==> src/design/srt_pkg.sv <==
// Shared types and constants for the slot reservation table.
// Used by srt_ctrl, srt_datapath and slot_reservation_table_top; no dependencies.
package srt_pkg;

    // Table geometry
    localparam int SLOTS  = 16;
    localparam int IDX_W  = $clog2(SLOTS);
    localparam int CNT_W  = $clog2(SLOTS + 1);

    // Fixed field widths
    localparam int TIME_W = 16;
    localparam int OP_W   = 3;
    localparam int HIT_W  = 4;
    localparam int FILL_W = 5;
    localparam int CODE_W = 2;

    // One stored slot record
    typedef struct packed {
        logic [TIME_W-1:0] start;
        logic [TIME_W-1:0] finish;
        logic [TIME_W-1:0] longest;
        logic [TIME_W-1:0] shortest;
        logic              booked;
    } t_slot_rec;

    // Operation codes of the input word
    typedef enum logic [OP_W-1:0] {
        OP_LOAD   = 3'd0,
        OP_BOOK   = 3'd1,
        OP_CANCEL = 3'd2,
        OP_SORT   = 3'd3,
        OP_READ   = 3'd4
    } t_op;

    // Result codes of the output word
    typedef enum logic [CODE_W-1:0] {
        RES_DONE = 2'd0,
        RES_MISS = 2'd1,
        RES_FULL = 2'd2
    } t_res_code;

    // Datapath action issued by the controller each cycle
    typedef enum logic [3:0] {
        ACT_NONE,
        ACT_CAPTURE,
        ACT_LOAD,
        ACT_IDX_INC,
        ACT_MARK,
        ACT_CARRY,
        ACT_SORT_STEP,
        ACT_SORT_TAIL,
        ACT_SORT_OK,
        ACT_READ_DONE,
        ACT_PUBLISH
    } t_dp_act;

    // Table read address source
    typedef enum logic [1:0] {
        RD_IDX,
        RD_NEXT,
        RD_ENTRY
    } t_rd_sel;

    typedef struct packed {
        t_dp_act act;
        logic    rd_en;
        t_rd_sel rd_sel;
    } t_dp_cmd;

    typedef struct packed {
        logic [OP_W-1:0] op;
        logic            idx_end;
        logic            match;
        logic            pair_end;
        logic            pass_last;
        logic            sort_small;
        logic            read_ok;
        logic            out_busy;
    } t_dp_stat;

endpackage

==> src/design/slot_reservation_table_top.sv <==
// Slot reservation table, one word at a time. Load writes one slot or reports full; read fetches
// one slot (a miss beyond the count or on an unused code); book/cancel read the slots one by one
// until a match, else a miss; sort compares neighbouring slots through one RAM read port,
// one compare step at a time, over the filled part of the table.
// Next word accepted once the result sits in the output register. Synchronous active-low
// reset clears the slot count and control state; slot contents stay undefined until loaded.
module slot_reservation_table_top (
    input  logic                         i_clk,
    input  logic                         i_rst_n,
    input  logic                         i_in_valid,
    output logic                         o_in_ready,
    input  logic [srt_pkg::OP_W-1:0]     i_operation,
    input  logic [srt_pkg::TIME_W-1:0]   i_key_time,
    input  logic [srt_pkg::TIME_W-1:0]   i_slot_finish,
    input  logic [srt_pkg::TIME_W-1:0]   i_longest,
    input  logic [srt_pkg::TIME_W-1:0]   i_shortest,
    input  logic                         i_restart,
    input  logic [srt_pkg::HIT_W-1:0]    i_entry_index,
    output logic                         o_out_valid,
    input  logic                         i_out_ready,
    output logic [srt_pkg::CODE_W-1:0]   o_result_code,
    output logic [srt_pkg::HIT_W-1:0]    o_hit_index,
    output logic [srt_pkg::TIME_W-1:0]   o_out_start,
    output logic [srt_pkg::TIME_W-1:0]   o_out_finish,
    output logic [srt_pkg::TIME_W-1:0]   o_out_longest,
    output logic [srt_pkg::TIME_W-1:0]   o_out_shortest,
    output logic                         o_out_booked,
    output logic [srt_pkg::FILL_W-1:0]   o_filled
);

    srt_pkg::t_dp_cmd  w_cmd;
    srt_pkg::t_dp_stat w_stat;

    // Sequence each operation
    srt_ctrl u_ctrl (
        .i_clk      (i_clk),
        .i_rst_n    (i_rst_n),
        .i_in_valid (i_in_valid),
        .o_in_ready (o_in_ready),
        .i_stat     (w_stat),
        .o_cmd      (w_cmd)
    );

    // Hold the table and the result
    srt_datapath u_datapath (
        .i_clk          (i_clk),
        .i_rst_n        (i_rst_n),
        .i_cmd          (w_cmd),
        .o_stat         (w_stat),
        .i_operation    (i_operation),
        .i_key_time     (i_key_time),
        .i_slot_finish  (i_slot_finish),
        .i_longest      (i_longest),
        .i_shortest     (i_shortest),
        .i_restart      (i_restart),
        .i_entry_index  (i_entry_index),
        .i_out_ready    (i_out_ready),
        .o_out_valid    (o_out_valid),
        .o_result_code  (o_result_code),
        .o_hit_index    (o_hit_index),
        .o_out_start    (o_out_start),
        .o_out_finish   (o_out_finish),
        .o_out_longest  (o_out_longest),
        .o_out_shortest (o_out_shortest),
        .o_out_booked   (o_out_booked),
        .o_filled       (o_filled)
    );

endmodule

==> src/design/srt_ram.sv <==
// Generic single-write, single-read RAM with registered read data.
// No dependencies.
module srt_ram #(
    parameter int WIDTH = 8,
    parameter int DEPTH = 16
) (
    input  logic                     i_clk,
    input  logic                     i_we,
    input  logic [$clog2(DEPTH)-1:0] i_waddr,
    input  logic [WIDTH-1:0]         i_wdata,
    input  logic                     i_re,
    input  logic [$clog2(DEPTH)-1:0] i_raddr,
    output logic [WIDTH-1:0]         o_rdata
);

    logic [WIDTH-1:0] r_mem [DEPTH];
    logic [WIDTH-1:0] r_rdata;

    // Write one word, read one word; read data holds when not enabled
    always_ff @(posedge i_clk) begin
        if (i_we) begin
            r_mem[i_waddr] <= i_wdata;
        end
        if (i_re) begin
            r_rdata <= r_mem[i_raddr];
        end
    end

    assign o_rdata = r_rdata;

endmodule

==> src/design/srt_ctrl.sv <==
// Controller state machine for the slot reservation table.
// Depends on srt_pkg; drives srt_datapath through t_dp_cmd and reads t_dp_stat.
module srt_ctrl (
    input  logic              i_clk,
    input  logic              i_rst_n,
    input  logic              i_in_valid,
    output logic              o_in_ready,
    input  srt_pkg::t_dp_stat i_stat,
    output srt_pkg::t_dp_cmd  o_cmd
);

    typedef enum logic [3:0] {
        S_IDLE,
        S_DECODE,
        S_LOAD,
        S_SCAN_RD,
        S_SCAN_CHK,
        S_SORT_RD0,
        S_SORT_LD,
        S_SORT_RD,
        S_SORT_CMP,
        S_SORT_TAIL,
        S_READ_RD,
        S_READ_DATA,
        S_FINISH
    } t_state;

    t_state r_state;
    t_state n_state;

    assign o_in_ready = (r_state == S_IDLE);

    // Pick next state and the datapath command
    always_comb begin
        n_state      = r_state;
        o_cmd.act    = srt_pkg::ACT_NONE;
        o_cmd.rd_en  = 1'b0;
        o_cmd.rd_sel = srt_pkg::RD_IDX;
        case (r_state)
            S_IDLE: begin
                if (i_in_valid) begin
                    o_cmd.act = srt_pkg::ACT_CAPTURE;
                    n_state   = S_DECODE;
                end
            end
            S_DECODE: begin
                case (i_stat.op)
                    srt_pkg::OP_LOAD: n_state = S_LOAD;
                    srt_pkg::OP_BOOK,
                    srt_pkg::OP_CANCEL: n_state = S_SCAN_RD;
                    srt_pkg::OP_SORT: begin
                        if (i_stat.sort_small) begin
                            o_cmd.act = srt_pkg::ACT_SORT_OK;
                            n_state   = S_FINISH;
                        end else begin
                            n_state = S_SORT_RD0;
                        end
                    end
                    srt_pkg::OP_READ: begin
                        n_state = i_stat.read_ok ? S_READ_RD : S_FINISH;
                    end
                    default: n_state = S_FINISH;
                endcase
            end
            S_LOAD: begin
                o_cmd.act = srt_pkg::ACT_LOAD;
                n_state   = S_FINISH;
            end
            S_SCAN_RD: begin
                if (i_stat.idx_end) begin
                    n_state = S_FINISH;
                end else begin
                    o_cmd.rd_en = 1'b1;
                    n_state     = S_SCAN_CHK;
                end
            end
            S_SCAN_CHK: begin
                if (i_stat.match) begin
                    o_cmd.act = srt_pkg::ACT_MARK;
                    n_state   = S_FINISH;
                end else begin
                    o_cmd.act = srt_pkg::ACT_IDX_INC;
                    n_state   = S_SCAN_RD;
                end
            end
            S_SORT_RD0: begin
                o_cmd.rd_en = 1'b1;
                n_state     = S_SORT_LD;
            end
            S_SORT_LD: begin
                o_cmd.act    = srt_pkg::ACT_CARRY;
                o_cmd.rd_en  = 1'b1;
                o_cmd.rd_sel = srt_pkg::RD_NEXT;
                n_state      = S_SORT_CMP;
            end
            S_SORT_RD: begin
                o_cmd.rd_en  = 1'b1;
                o_cmd.rd_sel = srt_pkg::RD_NEXT;
                n_state      = S_SORT_CMP;
            end
            S_SORT_CMP: begin
                o_cmd.act = srt_pkg::ACT_SORT_STEP;
                n_state   = i_stat.pair_end ? S_SORT_TAIL : S_SORT_RD;
            end
            S_SORT_TAIL: begin
                o_cmd.act = srt_pkg::ACT_SORT_TAIL;
                n_state   = i_stat.pass_last ? S_FINISH : S_SORT_RD0;
            end
            S_READ_RD: begin
                o_cmd.rd_en  = 1'b1;
                o_cmd.rd_sel = srt_pkg::RD_ENTRY;
                n_state      = S_READ_DATA;
            end
            S_READ_DATA: begin
                o_cmd.act = srt_pkg::ACT_READ_DONE;
                n_state   = S_FINISH;
            end
            S_FINISH: begin
                if (!i_stat.out_busy) begin
                    o_cmd.act = srt_pkg::ACT_PUBLISH;
                    n_state   = S_IDLE;
                end
            end
            default: n_state = S_IDLE;
        endcase
    end

    // Hold state
    always_ff @(posedge i_clk) begin
        if (!i_rst_n) begin
            r_state <= S_IDLE;
        end else begin
            r_state <= n_state;
        end
    end

endmodule

==> src/design/srt_datapath.sv <==
// Datapath of the slot reservation table: slot RAM, count, scan and sort
// registers, pending result and output register. Depends on srt_pkg, srt_ram.
module srt_datapath (
    input  logic                         i_clk,
    input  logic                         i_rst_n,
    input  srt_pkg::t_dp_cmd             i_cmd,
    output srt_pkg::t_dp_stat            o_stat,
    input  logic [srt_pkg::OP_W-1:0]     i_operation,
    input  logic [srt_pkg::TIME_W-1:0]   i_key_time,
    input  logic [srt_pkg::TIME_W-1:0]   i_slot_finish,
    input  logic [srt_pkg::TIME_W-1:0]   i_longest,
    input  logic [srt_pkg::TIME_W-1:0]   i_shortest,
    input  logic                         i_restart,
    input  logic [srt_pkg::HIT_W-1:0]    i_entry_index,
    input  logic                         i_out_ready,
    output logic                         o_out_valid,
    output logic [srt_pkg::CODE_W-1:0]   o_result_code,
    output logic [srt_pkg::HIT_W-1:0]    o_hit_index,
    output logic [srt_pkg::TIME_W-1:0]   o_out_start,
    output logic [srt_pkg::TIME_W-1:0]   o_out_finish,
    output logic [srt_pkg::TIME_W-1:0]   o_out_longest,
    output logic [srt_pkg::TIME_W-1:0]   o_out_shortest,
    output logic                         o_out_booked,
    output logic [srt_pkg::FILL_W-1:0]   o_filled
);

    localparam int CNT_W = srt_pkg::CNT_W;
    localparam int IDX_W = srt_pkg::IDX_W;

    // Captured input word
    logic [srt_pkg::OP_W-1:0]   r_op;
    logic [srt_pkg::TIME_W-1:0] r_key;
    logic [srt_pkg::TIME_W-1:0] r_fin;
    logic [srt_pkg::TIME_W-1:0] r_lng;
    logic [srt_pkg::TIME_W-1:0] r_sht;
    logic                       r_restart;
    logic [srt_pkg::HIT_W-1:0]  r_entry;

    // Table control
    logic [CNT_W-1:0]           r_count;
    logic [CNT_W-1:0]           r_idx;
    logic [CNT_W-1:0]           r_pass;
    srt_pkg::t_slot_rec         r_carry;

    // Pending result
    srt_pkg::t_res_code         r_res_code;
    logic [srt_pkg::HIT_W-1:0]  r_res_hit;
    srt_pkg::t_slot_rec         r_res_rec;

    // Output register
    logic                       r_out_valid;
    srt_pkg::t_res_code         r_out_code;
    logic [srt_pkg::HIT_W-1:0]  r_out_hit;
    srt_pkg::t_slot_rec         r_out_rec;
    logic [srt_pkg::FILL_W-1:0] r_out_filled;

    // RAM ports
    logic                       w_we;
    logic [IDX_W-1:0]           w_waddr;
    srt_pkg::t_slot_rec         w_wdata;
    logic [IDX_W-1:0]           w_raddr;
    srt_pkg::t_slot_rec         w_rdata;

    logic [CNT_W-1:0]           w_base;
    logic                       w_full;
    logic [CNT_W-1:0]           w_idx_next;
    logic [CNT_W:0]             w_idx_plus2;
    logic [CNT_W:0]             w_pass_next;
    logic                       w_swap;
    srt_pkg::t_slot_rec         w_load_rec;
    srt_pkg::t_slot_rec         w_mark_rec;

    srt_ram #(
        .WIDTH ($bits(srt_pkg::t_slot_rec)),
        .DEPTH (srt_pkg::SLOTS)
    ) u_slot_ram (
        .i_clk   (i_clk),
        .i_we    (w_we),
        .i_waddr (w_waddr),
        .i_wdata (w_wdata),
        .i_re    (i_cmd.rd_en),
        .i_raddr (w_raddr),
        .o_rdata (w_rdata)
    );

    // Derive load position, scan and sort indexes
    assign w_base      = r_restart ? '0 : r_count;
    assign w_full      = (w_base >= CNT_W'(srt_pkg::SLOTS));
    assign w_idx_next  = r_idx + CNT_W'(1);
    assign w_idx_plus2 = {1'b0, r_idx} + (CNT_W+1)'(2);
    assign w_pass_next = {1'b0, r_pass} + (CNT_W+1)'(1);
    assign w_swap      = (r_carry.start > w_rdata.start);

    always_comb begin
        w_load_rec          = '0;
        w_load_rec.start    = r_key;
        w_load_rec.finish   = r_fin;
        w_load_rec.longest  = r_lng;
        w_load_rec.shortest = r_sht;
        w_mark_rec          = w_rdata;
        w_mark_rec.booked   = (r_op == srt_pkg::OP_BOOK);
    end

    // Select read address
    always_comb begin
        case (i_cmd.rd_sel)
            srt_pkg::RD_IDX:   w_raddr = r_idx[IDX_W-1:0];
            srt_pkg::RD_NEXT:  w_raddr = w_idx_next[IDX_W-1:0];
            srt_pkg::RD_ENTRY: w_raddr = r_entry[IDX_W-1:0];
            default:           w_raddr = r_idx[IDX_W-1:0];
        endcase
    end

    // Select write port
    always_comb begin
        w_we    = 1'b0;
        w_waddr = r_idx[IDX_W-1:0];
        w_wdata = r_carry;
        case (i_cmd.act)
            srt_pkg::ACT_LOAD: begin
                w_we    = !w_full;
                w_waddr = w_base[IDX_W-1:0];
                w_wdata = w_load_rec;
            end
            srt_pkg::ACT_MARK: begin
                w_we    = 1'b1;
                w_wdata = w_mark_rec;
            end
            srt_pkg::ACT_SORT_STEP: begin
                w_we    = 1'b1;
                w_wdata = w_swap ? w_rdata : r_carry;
            end
            srt_pkg::ACT_SORT_TAIL: begin
                w_we    = 1'b1;
                w_wdata = r_carry;
            end
            default: w_we = 1'b0;
        endcase
    end

    // Report status to the controller
    always_comb begin
        o_stat.op         = r_op;
        o_stat.idx_end    = (r_idx >= r_count);
        o_stat.match      = (w_rdata.start == r_key)
                            && (w_rdata.booked == (r_op == srt_pkg::OP_CANCEL));
        o_stat.pair_end   = (w_idx_plus2 >= {1'b0, r_count});
        o_stat.pass_last  = (w_pass_next >= {1'b0, r_count});
        o_stat.sort_small = (r_count < CNT_W'(2));
        o_stat.read_ok    = (CNT_W'(r_entry) < r_count);
        o_stat.out_busy   = r_out_valid && !i_out_ready;
    end

    // Control registers: count, output valid
    always_ff @(posedge i_clk) begin
        if (!i_rst_n) begin
            r_count     <= '0;
            r_out_valid <= 1'b0;
        end else begin
            if (i_cmd.act == srt_pkg::ACT_LOAD && !w_full) begin
                r_count <= w_base + CNT_W'(1);
            end
            if (i_cmd.act == srt_pkg::ACT_PUBLISH) begin
                r_out_valid <= 1'b1;
            end else if (i_out_ready) begin
                r_out_valid <= 1'b0;
            end
        end
    end

    // Payload registers: capture, scan, sort, pending result, output word
    always_ff @(posedge i_clk) begin
        case (i_cmd.act)
            srt_pkg::ACT_CAPTURE: begin
                r_op       <= i_operation;
                r_key      <= i_key_time;
                r_fin      <= i_slot_finish;
                r_lng      <= i_longest;
                r_sht      <= i_shortest;
                r_restart  <= i_restart;
                r_entry    <= i_entry_index;
                r_idx      <= '0;
                r_pass     <= CNT_W'(1);
                r_res_code <= srt_pkg::RES_MISS;
                r_res_hit  <= '0;
                r_res_rec  <= '0;
            end
            srt_pkg::ACT_LOAD: begin
                if (w_full) begin
                    r_res_code <= srt_pkg::RES_FULL;
                end else begin
                    r_res_code <= srt_pkg::RES_DONE;
                    r_res_hit  <= w_base[srt_pkg::HIT_W-1:0];
                end
            end
            srt_pkg::ACT_IDX_INC: begin
                r_idx <= w_idx_next;
            end
            srt_pkg::ACT_MARK: begin
                r_res_code <= srt_pkg::RES_DONE;
                r_res_hit  <= r_idx[srt_pkg::HIT_W-1:0];
            end
            srt_pkg::ACT_CARRY: begin
                r_carry <= w_rdata;
            end
            srt_pkg::ACT_SORT_STEP: begin
                if (!w_swap) begin
                    r_carry <= w_rdata;
                end
                r_idx <= w_idx_next;
            end
            srt_pkg::ACT_SORT_TAIL: begin
                r_idx  <= '0;
                r_pass <= w_pass_next[CNT_W-1:0];
                if (w_pass_next >= {1'b0, r_count}) begin
                    r_res_code <= srt_pkg::RES_DONE;
                end
            end
            srt_pkg::ACT_SORT_OK: begin
                r_res_code <= srt_pkg::RES_DONE;
            end
            srt_pkg::ACT_READ_DONE: begin
                r_res_code <= srt_pkg::RES_DONE;
                r_res_hit  <= r_entry;
                r_res_rec  <= w_rdata;
            end
            srt_pkg::ACT_PUBLISH: begin
                r_out_code   <= r_res_code;
                r_out_hit    <= r_res_hit;
                r_out_rec    <= r_res_rec;
                r_out_filled <= srt_pkg::FILL_W'(r_count);
            end
            default: begin
                r_idx <= r_idx;
            end
        endcase
    end

    assign o_out_valid    = r_out_valid;
    assign o_result_code  = r_out_code;
    assign o_hit_index    = r_out_hit;
    assign o_out_start    = r_out_rec.start;
    assign o_out_finish   = r_out_rec.finish;
    assign o_out_longest  = r_out_rec.longest;
    assign o_out_shortest = r_out_rec.shortest;
    assign o_out_booked   = r_out_rec.booked;
    assign o_filled       = r_out_filled;

    // Table never holds more than its capacity
    a_count_range: assert property (@(posedge i_clk) disable iff (!i_rst_n)
        r_count <= CNT_W'(srt_pkg::SLOTS))
        else $error("slot count exceeds capacity");

    // A result is never published over one that is still waiting
    a_publish_free: assert property (@(posedge i_clk) disable iff (!i_rst_n)
        i_cmd.act == srt_pkg::ACT_PUBLISH |-> !(r_out_valid && !i_out_ready))
        else $error("result published over a waiting word");

    // Sort compare steps stay on pairs inside the filled part of the table
    a_sort_in_range: assert property (@(posedge i_clk) disable iff (!i_rst_n)
        i_cmd.act == srt_pkg::ACT_SORT_STEP |-> w_idx_next < r_count)
        else $error("sort step beyond last filled slot");

    // Publishing raises the output valid on the next edge
    a_publish_valid: assert property (@(posedge i_clk) disable iff (!i_rst_n)
        i_cmd.act == srt_pkg::ACT_PUBLISH |=> r_out_valid)
        else $error("published result not presented");

endmodule
==> config.mk <==
export PLATFORM = sky130hd
export DESIGN_NAME = slot_reservation_table_top
export DESIGN_NICKNAME = d
export VERILOG_FILES = /design/src/design/srt_pkg.sv /design/src/design/slot_reservation_table_top.sv /design/src/design/srt_ram.sv /design/src/design/srt_ctrl.sv /design/src/design/srt_datapath.sv
export SDC_FILE = /design/constraint.sdc
export NUM_CORES = 2
export LEC_CHECK = 0
export BUFFER_PORTS_ARGS = -buffer_cell sky130_fd_sc_hd__buf_2
export CORE_UTILIZATION = 45
export DETAILED_ROUTE_END_ITERATION = 10
export GPL_TIMING_DRIVEN = 0
export PLACE_DENSITY = 0.65
export SLEW_MARGIN = 15
export SYNTH_ARGS = -nofsm -noshare
export SYNTH_HDL_FRONTEND = slang
export SYNTH_SLANG_ARGS = --single-unit
==> constraint.sdc <==
create_clock -name i_clk -period 11.5 [get_ports i_clk]
set_input_delay 2.3 -clock i_clk [delete_from_list [all_inputs] [get_ports i_clk]]
set_output_delay 2.3 -clock i_clk [all_outputs]
set_load 0.02 [all_outputs]
==> results summary <==
The vias after detailed routing came out at between 20000 and 30000. Walking the worst path, the cells encountered are buf_2 -> nor2b_1 -> clkbuf_1 -> nand2_1 -> ha_1 -> buf_4 -> a221oi_1 -> a21oi_2 -> clkbuf_1 -> clkbuf_1 -> mux4_2 -> a22oi_1 -> nand2_1. Post-CTS timing repair inserted 0 buffers for setup.

After synthesis, the cell types taking the most area are sky130_fd_sc_hd__edfxtp_1 (78%), sky130_fd_sc_hd__mux4_2 (11%), sky130_fd_sc_hd__a22oi_1 (1.9%). The required time at the worst-slack endpoint came out at 11.99 ns. The iteration count of the initial detailed-routing pass came out at 5. The detail route stage leaves a number of antenna-violating nets equal to 0. The total wirelength of the detailed-routed design is between 100000 and 150000 um. The critical path is of the reg -> reg type.

The hold-fix buffer count after cts came out at 0. The root cell of the clock tree is sky130_fd_sc_hd__clkbuf_16. CTS built an H-tree with a depth of 4. The combined area of all synthesized cells came out at 0.05378 mm2. The net count of the mapped netlist came out at between 2000 and 3000.

The cell with the largest stage delay on the worst path is sky130_fd_sc_hd__clkbuf_1. The top fanout value on the critical path came out at 10. The cell leakage power is around 0.021 uW. The final critical-path required period is 5.651 ns.

The number of distinct library cells after synthesis is 60. Summing all placed instances gives a cell area of ~0.059 mm2. The cell area after layout came out at 0.06333 mm2. Routability-driven placement finished with a final weighted congestion of about 0.9. Clock-pin slew was measured on the worst setup and hold paths at 0.06 ns. The most common cell in the netlist is sky130_fd_sc_hd__edfxtp_1. After synthesis, flip-flops and latches occupy 78.49% of the total area. In the final routing, the length of wire on met1 measures between 50000 and 60000 um. The mean instance size in the synthesized netlist came out at 21.15 um2. The floorplan step defined a die boundary enclosing between 0.1 and 0.15 mm2. Global routing used between 20% and 30% of the available tracks.

The setup TNS is 0 ns. The number of clock buffers inserted by TritonCTS is around 140. The met2 routed wirelength is approximately 67000 um. The initial core utilization is 45.48%.

The count of state elements after synthesis came out at roughly 1400. The run finished with clean final reports. During placement, the flow inserted port buffers numbering ~150. sky130_fd_sc_hd__edfxtp_1 takes more of the synthesized area than any other cell. The number of global-route vias before repair is about 29000. The pin count of the biggest net entering global routing is 45. The HPWL after detailed placement came out at approximately 94000 um. The post-detailed-route via-to-cell ratio came out at 6.165. The worst-case headroom to the max-slew limit is 12.54%.

The number of violations of the max-capacitance limit is 0. The die height came out at 347.7 um. The flip-flop cell with the highest count after synthesis is sky130_fd_sc_hd__edfxtp_1. The share of the cycle needed by the critical path after routing is approximately half. The synthesized netlist cell count came out at approximately 2500. The insertion delay of the later-clocked pin in the worst-skew pair is 0.77 ns. The global-route wire length before repair is slightly above 200000 um. The floorplan step set the die width to around 350 um. The buffering stage count on the worst path with inverters included came out at 5. The worst hold path belongs to the class reg -> reg. By count the netlist is led by sky130_fd_sc_hd__edfxtp_1 (1399), sky130_fd_sc_hd__mux4_2 (260), sky130_fd_sc_hd__a22oi_1 (135), sky130_fd_sc_hd__nand2_1 (99), sky130_fd_sc_hd__clkbuf_1 (77).

Dividing total power by cell area gives a power density of 266.2 mW/mm2. After floorplanning, the core was divided into between 100 and 150 placement rows. The share of synthesized registers carrying an async set or reset came out at 0%. For this run, the top clock speed supported by timing is approximately 180 MHz. The signed area change from the synthesized netlist to the final layout is 17.76%. Across the VDD grid, the largest voltage drop is 0.0002081 V. The final-report max-slew violation count is 0.

The per-cell routed wire length came out at 31.73 um. Pin placement for this block handled 154 I/O pins. The number of clock sinks seen by CTS is approximately 1400. The critical path arrival came out at about 6.1 ns. Among the stages of the critical path, the cell type that occurs most often is sky130_fd_sc_hd__clkbuf_1. The element type at the critical path start is a register. After detailed routing, no signal wire sits above met4.

The number of enable-type register cells in the synthesized netlist is about 1400. After clock tree synthesis, the repair step resized 0 gates. The top-area cell type share of the netlist area came out at 78.12%. The initial antenna violation count is 9. The number of hold violations in the final report is 0.

The DRC violation total after the first TritonRoute iteration is approximately 3900. For the pin with the worst max-slew slack, the measured transition is 1.312 ns. The number of warnings reported in the yosys synthesis log came out at 0.

The maximum buffer depth of the clock tree came out at 3. The post-route DRC violation count came out at 0. The critical path's top delay family is buffers and inverters. TritonCTS built the clock tree. After global routing the overflow that remains totals 0. The worst setup path is captured at a register. The post-route netlist has 26.35% of its cells at a drive strength greater than 1.

Setup repair after global routing left no endpoint under its margin. The met3 wire length is around 16000 um. On the worst path, the slowest cell contributes a delay of approximately 0.83 ns. Across the routed clock network, the largest skew measured is slightly above 0.03 ns. The number of nets in the final layout is 3046. The final number of setup-violating endpoints came out at 0. The area of the core region came out at approximately 0.12 mm2.
## area by class of cell
type                    instances  area, um2
plain buffers                 135      770.7
diodes                          5      12.51
fillers                      8846      54910
repair buffers                243       2773
well taps                    1536       1922
clock buffers                 168       3694
flip-flops and latches       1409      42210
inverters                      29      111.4
clock inverters                93      975.9
multi-input cells             970      10860
## per-layer routing
| metal | up-vias | global-route usage (%) |
|---|---|---|
| li1 | 11430 | - |
| met1 | 14820 | 34.31 |
| met2 | 1791 | 37.26 |
| met3 | 242 | 5.872 |
| met4 | 0 | 7.507 |
| met5 | - | 0 |
## registers in the layout, summed over array words and instances, names as in the netlist, 16 cells and up
name	flops
u_datapath.r_carry	65
u_datapath.o_out_shortest	16
u_datapath.o_out_finish	16
u_datapath.u_slot_ram.o_rdata	65
u_datapath.r_fin	16
u_datapath.o_out_start	16
u_datapath.o_out_longest	16
u_datapath.r_lng	16
u_datapath.u_slot_ram.r_mem	1040
u_datapath.r_res_rec	65
u_datapath.r_sht	16
u_datapath.r_key	16
## final timing paths
path / start / end / slack, ns / cells after the start
setup / recovery: u_ctrl.r_state[1]$_SDFFE_PN0P_ / u_datapath.u_slot_ram.o_rdata[22]$_DFFE_PP_ / 5.85 / 13
hold reg to reg: u_datapath.r_res_rec[38]$_SDFFCE_PP0P_ / u_datapath.o_out_finish[5]$_DFFE_PP_ / 0.41 / 0
setup reg to reg: u_ctrl.r_state[1]$_SDFFE_PN0P_ / u_datapath.u_slot_ram.o_rdata[22]$_DFFE_PP_ / 5.85 / 13
hold / removal: u_datapath.r_res_rec[38]$_SDFFCE_PP0P_ / u_datapath.o_out_finish[5]$_DFFE_PP_ / 0.41 / 0
## layout by cell type, fill, tap and decap left out, types with 5 or more instances in the layout
| cell type | synthesis | final |
|---|---|---|
| sky130_fd_sc_hd__a21oi_1 | 24 | 22 |
| sky130_fd_sc_hd__a221o_1 | 60 | 60 |
| sky130_fd_sc_hd__a22oi_1 | 135 | 135 |
| sky130_fd_sc_hd__a31oi_1 | 8 | 8 |
| sky130_fd_sc_hd__and2_1 | 54 | 54 |
| sky130_fd_sc_hd__and3_1 | 71 | 71 |
| sky130_fd_sc_hd__buf_1 | 6 | 6 |
| sky130_fd_sc_hd__buf_12 | 0 | 30 |
| sky130_fd_sc_hd__buf_16 | 0 | 48 |
| sky130_fd_sc_hd__buf_2 | 16 | 174 |
| sky130_fd_sc_hd__buf_4 | 2 | 7 |
| sky130_fd_sc_hd__buf_6 | 28 | 30 |
| sky130_fd_sc_hd__bufinv_16 | 0 | 13 |
| sky130_fd_sc_hd__clkbuf_1 | 77 | 98 |
| sky130_fd_sc_hd__clkbuf_16 | 0 | 144 |
| sky130_fd_sc_hd__clkbuf_4 | 6 | 6 |
| sky130_fd_sc_hd__clkinv_1 | 0 | 33 |
| sky130_fd_sc_hd__clkinv_2 | 0 | 24 |
| sky130_fd_sc_hd__clkinvlp_4 | 0 | 5 |
| sky130_fd_sc_hd__dfxtp_1 | 10 | 10 |
| sky130_fd_sc_hd__diode_2 | 0 | 5 |
| sky130_fd_sc_hd__edfxtp_1 | 1399 | 1399 |
| sky130_fd_sc_hd__ha_1 | 39 | 39 |
| sky130_fd_sc_hd__inv_1 | 28 | 27 |
| sky130_fd_sc_hd__inv_6 | 0 | 6 |
| sky130_fd_sc_hd__mux4_2 | 260 | 260 |
| sky130_fd_sc_hd__nand2_1 | 99 | 99 |
| sky130_fd_sc_hd__nand2b_1 | 5 | 5 |
| sky130_fd_sc_hd__nand3_1 | 8 | 8 |
| sky130_fd_sc_hd__nor2_1 | 51 | 34 |
| sky130_fd_sc_hd__nor2_4 | 0 | 16 |
| sky130_fd_sc_hd__nor2b_1 | 10 | 10 |
| sky130_fd_sc_hd__nor3_1 | 24 | 24 |
| sky130_fd_sc_hd__nor4_1 | 6 | 5 |
| sky130_fd_sc_hd__nor4_2 | 4 | 5 |
| sky130_fd_sc_hd__o21ai_0 | 26 | 23 |
| sky130_fd_sc_hd__xor2_1 | 21 | 21 |
## kinds of logic after synthesis
logic type | count (synthesis) | share of synthesized area [%]
AO/OA/AOI/OAI | 300 | 4.339
adder cells (fa/ha/maj) | 39 | 0.9074
buffers and inverters | 164 | 1.629
flip-flops | 1409 | 78.49
XOR/XNOR | 25 | 0.4071
multiplexers | 261 | 10.91
AND/OR/NAND/NOR | 345 | 3.320
## stage by stage
step / hold slack (ns) / std cells / total power, uW / setup WS (ns) / util, %
after floorplan: 0.4003 / 2543 / 10340 / 1.281 / -
after global placement: 0.4062 / 4232 / 12030 / -4.839 / 47.76
after detailed placement: 0.4045 / 4322 / 12270 / 6.035 / 49.60
after CTS: 0.4174 / 4583 / 16880 / 5.968 / 53.55
after global routing: 0.4196 / 4583 / 17420 / 5.708 / 53.55
final: 0.4148 / 4588 / 16860 / 5.849 / 53.56
## where the power goes
group | leakage, uW | internal [uW] | switching (uW)
clock network | 0.00227 | 2620 | 2000
logic | 0.00578 | 1840 | 3130
registers | 0.0128 | 6990 | 274
Power figures use the tool's default switching activity.
